--- config.mk ---
export PLATFORM = sky130hd
export DESIGN_NAME = obpf_edge_cross
export DESIGN_NICKNAME = d
export VERILOG_FILES = /design/src/hdl/obpf_pkg.sv /design/src/hdl/obpf_edge_cross.sv
export SDC_FILE = /design/constraint.sdc
export NUM_CORES = 2
export LEC_CHECK = 0
export ABC_AREA = 1
export BUFFER_PORTS_ARGS = -buffer_cell sky130_fd_sc_hd__buf_4
export CORE_MARGIN = 3
export CORE_UTILIZATION = 50
export DETAILED_ROUTE_END_ITERATION = 16
export GPL_TIMING_DRIVEN = 0
export PLACE_DENSITY = 0.66
export SETUP_SLACK_MARGIN = 0.3
export SLEW_MARGIN = 20
export SYNTH_ARGS = -nofsm -noshare
export SYNTH_HDL_FRONTEND = slang
export SYNTH_SLANG_ARGS = --single-unit
--- constraint.sdc ---
create_clock -name clk -period 12.9 [get_ports clk]
set_clock_uncertainty 0.15 [all_clocks]
set_input_delay 1.29 -clock clk [delete_from_list [all_inputs] [get_ports clk]]
set_output_delay 1.29 -clock clk [all_outputs]
set_load 0.005 [all_outputs]
--- src/hdl/obpf_pkg.sv ---
`timescale 1ns / 1ps
package obpf_pkg;

  localparam int INDEX_BITS_DEFAULT = 24;

  // Field widths
  localparam int COORD_W = 32;   // Q16.16 point and center coordinates
  localparam int ROT_W   = 16;   // Q2.14 rotation entries
  localparam int ROT_FRAC = 14;
  localparam int HALF_W  = 30;   // Q14.16 half lengths, unsigned

  // Internal widths; offsets and half axes Q.30, products Q.44
  localparam int DIFF_W  = COORD_W + 1;            // point minus center
  localparam int REL_W   = DIFF_W + ROT_FRAC;      // relative point
  localparam int AXIS_W  = ROT_W + HALF_W + 1;     // rotated half axis
  localparam int W_W     = REL_W + 1;              // point minus corner
  localparam int PROD_W  = ROT_W + W_W;            // one cross product term
  localparam int CROSS_W = PROD_W + 1;             // cross product

  // Configuration port
  localparam int CFG_IDX_W  = 3;
  localparam int CFG_DATA_W = 32;

  typedef enum logic [CFG_IDX_W-1:0] {
    REG_ROT_XX   = 3'd0,
    REG_ROT_XY   = 3'd1,
    REG_ROT_YX   = 3'd2,
    REG_ROT_YY   = 3'd3,
    REG_CENTER_X = 3'd4,
    REG_CENTER_Y = 3'd5,
    REG_HALF_X   = 3'd6,
    REG_HALF_Y   = 3'd7
  } cfg_reg_t;

  localparam logic signed [ROT_W-1:0] ROT_ONE = 16'sd16384;

  // Sign of one edge cross product
  typedef struct packed {
    logic pos;
    logic neg;
  } edge_sign_t;

endpackage

--- src/hdl/obpf_edge_cross.sv ---
`timescale 1ns / 1ps
module obpf_edge_cross
  import obpf_pkg::*;
(
  input  logic                     clk,
  input  logic                     load,
  input  logic signed [ROT_W-1:0]  col_x,
  input  logic signed [ROT_W-1:0]  col_y,
  input  logic signed [W_W-1:0]    w_x,
  input  logic signed [W_W-1:0]    w_y,
  output edge_sign_t               sign
);

  logic signed [PROD_W-1:0]  prod_a;
  logic signed [PROD_W-1:0]  prod_b;
  logic signed [CROSS_W-1:0] cross_val;

  // Register both terms, then subtract in the following stage
  always_ff @(posedge clk) begin
    if (load) begin
      prod_a <= PROD_W'(col_x) * PROD_W'(w_y);
      prod_b <= PROD_W'(col_y) * PROD_W'(w_x);
    end
  end

  assign cross_val = CROSS_W'(prod_a) - CROSS_W'(prod_b);
  assign sign.neg  = cross_val[CROSS_W-1];
  assign sign.pos  = !cross_val[CROSS_W-1] && (cross_val != '0);

endmodule
=== Word level (Yosys, flattened, before mapping) ===
Index checks and enable logic that the tools add are counted.
Widths: inputs -> output; s select.

* Register bits after elaboration: 128
* Input port bits: 130
* Word-level logic and storage cells: 8

* Reduce and logical (&&, ||, !) cells: 3
* Add/subtract/negate cells: 1
* $mul: 2

{| class="wikitable"
|+ Operator list
! cell !! count
|-
| $mul 16x48->64 || 2
|-
| $reduce_bool 65->1 || 1
|-
| $sub 64x64->65 || 1
|-
| $logic_and 1x1->1 || 1
|-
| $logic_not 1->1 || 1
|}

=== Depth between registers and ports, before layout ===
* Depth in word-level cells: 3
* Depth in mapped cells: 30

=== Worst setup path before layout ===
Ideal clock, no wire load.

* Path type: input-to-reg
* From: input col_y[1]
* To: register prod_b[63], data pin
* Stages on the path: 25
* Setup time: 0.260 ns
* Arrival time: 6.650 ns
* Path buffers: 2
* Setup slack: 5.841 ns
* Required time: 12.490 ns
* Cell sequence: clkbuf_1 -> clkbuf_1 -> nand2_1 -> fa_1 -> inv_1 -> fa_1 -> inv_1 -> fa_1 -> inv_1 -> fa_1 -> fa_1 -> inv_1 -> fa_1 -> inv_1 -> ha_1 -> nand2_1 -> nor2_1 -> inv_1 -> nor4_2 -> nand3_1 -> nand3_1 -> nand2_1 -> o211ai_2 -> a21oi_1 -> xnor2_1

* Word-level cells in the longest chain between the ends: 1

{| class="wikitable"
|+ RTL lines
! element !! RTL line !! RTL
|-
| start: declaration || obpf_edge_cross.sv:8 || <nowiki>input logic signed [ROT_W-1:0] col_y,</nowiki>
|-
| $mul 16x48->64 || obpf_edge_cross.sv:22 || <nowiki>prod_b <= PROD_W'(col_y) * PROD_W'(w_x);</nowiki>
|-
| end signal: assignment || obpf_edge_cross.sv:22 ||
|-
| end: declaration || obpf_edge_cross.sv:15 || <nowiki>logic signed [PROD_W-1:0] prod_b;</nowiki>
|}

No other way between the ends.
A chain may end at the register's enable or synchronous reset.

=== Final worst setup path ===
* From: input col_y[2]
* To: register prod_b[60], data pin

Same word-level chain as after synthesis.

==> results.py <==
metrics = {
    "run_status": {
        "status": "completed",
    },
    "timing": {
        "setup_tns_ns": 0,
        "hold_viol": 0,
        "fmax_mhz": 114,
        "finalSetupViolCount": 0,
        "rsz0062_at_grt": "false",
        "max_slew.worst_pin.slew_ns": 1.28,
        "worst_slack_ns": 4.12,
        "slew_headroom_pct": 14.9,
        "fin_crit_sh_pct": 68.1,
        "drv_slew": 0,
        "period_needed_ns": 8.78,
    },
    "cts": {
        "clock_path_buffers": 2,
        "cts_buffers": 17,
        "cts-resized-gates": 0,
        "path_clk_slew_ns": 0.07,
        "ctsHtreeMaxLevel": 4,
        "cts_setup_buffers": 0,
        "cts.sinks": 128,
        "root_buffer": "clkbuf_16",
        "cts_tree": "done",
        "ctsHoldBuffers": 0,
    },
    "synth": {
        "ys_types": 51,
        "syn_area_um2": 64200,
        "synth_nets": 10500,
        "syn_inst": 8623,
        "synth_edf_count": 128,
        "synthFlopType": "edfxtp_1",
        "syn_avg_cell_area_um2": 7.44,
        "yosysWarningCount": 0,
        "synth-seq-cells": 128,
        "async_flop_share_pct": 0,
        "ys_seq_area_share_pct": 5.99,
    },
    "route": {
        "postRouteAntennaNets": 0,
        "drt_iter0_markers": 4465,
        "vias": 53400,
        "wirelength_um": 202000,
        "first_pass_iters": 8,
        "drc_errors": 0,
        "via_per_inst": 5.17,
        "wl_per_cell_um": 19.6,
    },
    "run": {
        "cap_violations": 0,
    },
    "worst_setup_path": {
        "critical_path_arrival_ns": 8.84,
        "startpoint": "col_y[2]",
        "critPathKind": "input port to flip-flop",
        "crit_fanout": 10,
        "start_kind": "input port",
        "worst_ep_required_time_ns": 12.96,
        "critPathCaptureType": "flip-flop",
    },
    "placed_design": {
        "placed_cell_area_um2": 66400,
        "globalplace.congestion": 1.01,
        "hpwl_um": 176000,
        "io_buffers": 18,
        "place_inst": 10300,
        "dp_slack_ns": 3.77,
    },
    "finish": {
        "design_area_um2": 67100,
        "drive_above_1_share_pct": 2.13,
        "mostFrequentLayoutCells": "inv_1, nand2_1, fa_1",
        "nFillCells": 12600,
        "area_growth_pct": 4.50,
        "final_common_cell": "inv_1",
        "post_layout_nonfiller_instances": 10300,
        "finalNetCount": 10600,
    },
    "global_route": {
        "gr-total-overflow": 0,
        "track_usage_pct": 31.4,
        "grt_max_degree": 72,
        "antenna_found_initial": 10,
        "grt_pass1_vias": 54500,
        "grt_first_pass_wirelength_um": 314000,
    },
    "min_path": {
        "hp-class": "input port to flip-flop",
        "min_from": "w_x[0]",
    },
    "die": {
        "io_pins": 132,
        "rows": 130,
        "initial_core_util_pct": 50.7,
        "die_w_um": 364,
        "core-area_um2": 127000,
        "die_area_um2": 133000,
        "die_h_um": 364,
    },
}
## synthesized netlist by cell type, types with 4 or more instances
cell type / instances / area (um^2)
o211ai_1: 7 / 52.6
xnor2_1: 64 / 561
o21a_1: 17 / 128
clkbuf_1: 297 / 1110
nor2_1: 370 / 1390
inv_1: 2788 / 10500
xor2_1: 94 / 823
nand2_2: 33 / 206
or2_2: 11 / 68.8
a21o_1: 20 / 150
buf_1: 42 / 158
nand3_1: 102 / 510
a21boi_0: 5 / 37.5
o221ai_1: 4 / 35.0
a21oi_2: 4 / 35.0
fa_1: 1421 / 28400
clkinv_1: 4 / 15.0
a21oi_1: 214 / 1070
nor4_1: 7 / 43.8
nand3_2: 5 / 50.1
inv_2: 15 / 56.3
nor3_1: 35 / 175
o21bai_1: 9 / 67.6
nor2_4: 5 / 56.3
nor2_2: 22 / 138
nand4_1: 32 / 200
ha_1: 356 / 4450
and3_1: 4 / 25.0
o21ai_1: 6 / 30.0
a31oi_1: 32 / 200
nand3b_1: 6 / 45.0
edfxtp_1: 128 / 3840
o21ai_0: 94 / 470
nand2_1: 2343 / 8790
## kinds of logic (layout without fill, tap and decap cells)
logic type | after synthesis | in the layout | share of synthesized area [%]
buffers and inverters | 3146 | 3197 | 18.4
AND/OR/NAND/NOR | 2983 | 2983 | 18.4
adder cells (fa/ha/maj) | 1777 | 1777 | 51.3
AO/OA/AOI/OAI | 431 | 431 | 3.83
XOR/XNOR | 158 | 158 | 2.16
flip-flops | 128 | 128 | 5.99
other | 0 | 4 | 0
## final cells by class
cell class                      instances  area (um^2)  share of cell area [%]
Buffer                                339         1300                    1.94
Antenna cell                            4         10.0                  0.0149
Inverter                             2807        10500                    15.7
Multi-Input combinational cell       5349        48500                    72.4
Tap cell                             1650         2060                    3.08
Sequential cell                       128         3840                    5.73
Clock inverter                         15          198                   0.295
Clock buffer                           17          425                   0.634
Timing Repair Buffer                   19          166                   0.248
## worst max-delay path: stages
cell and delay, ns:
clkbuf_1 0.87, clkbuf_1 0.67, nand2_1 0.16, fa_1 0.54, inv_1 0.05, fa_1 0.54, inv_1 0.06, fa_1 0.52
inv_1 0.06, fa_1 0.47, fa_1 0.52, inv_1 0.05, fa_1 0.56, inv_1 0.09, ha_1 0.38, a21o_1 0.21
a31oi_1 0.21, o21ai_0 0.24, a21oi_1 0.18, nand3_1 0.25, a21oi_1 0.55, o21ai_1 0.17, xor2_1 0.17
## registers in the layout (all words and copies together), names as in the netlist
signal and cells:
prod_a 64, prod_b 64
## final timing paths
check | endpoint | slack, ns | cells past startpoint
setup / recovery | prod_b[60]$_DFFE_PP_ | 4.12 | 23
hold / removal | prod_b[0]$_DFFE_PP_ | 1.04 | 3
## per-layer routing
layer	up-vias	global-route usage, %	part of all wire, %
met1	26500	44.5	42
met5	-	0	0.0089
met4	2	9.00	3.4
met2	2322	47.8	44
met3	371	7.93	11
li1	24100	-	-
## metrics by stage
stage	hold WS, ns	utilization [%]
floorplan	1.25	-
global placement	1.50	52.5
detailed placement	1.50	52.5
CTS	1.03	53.0
global route	1.06	53.0
finish	1.04	53.0
Power is not shown: default switching activity piles up to over one toggle a cycle in this logic, so the estimate is an artifact.
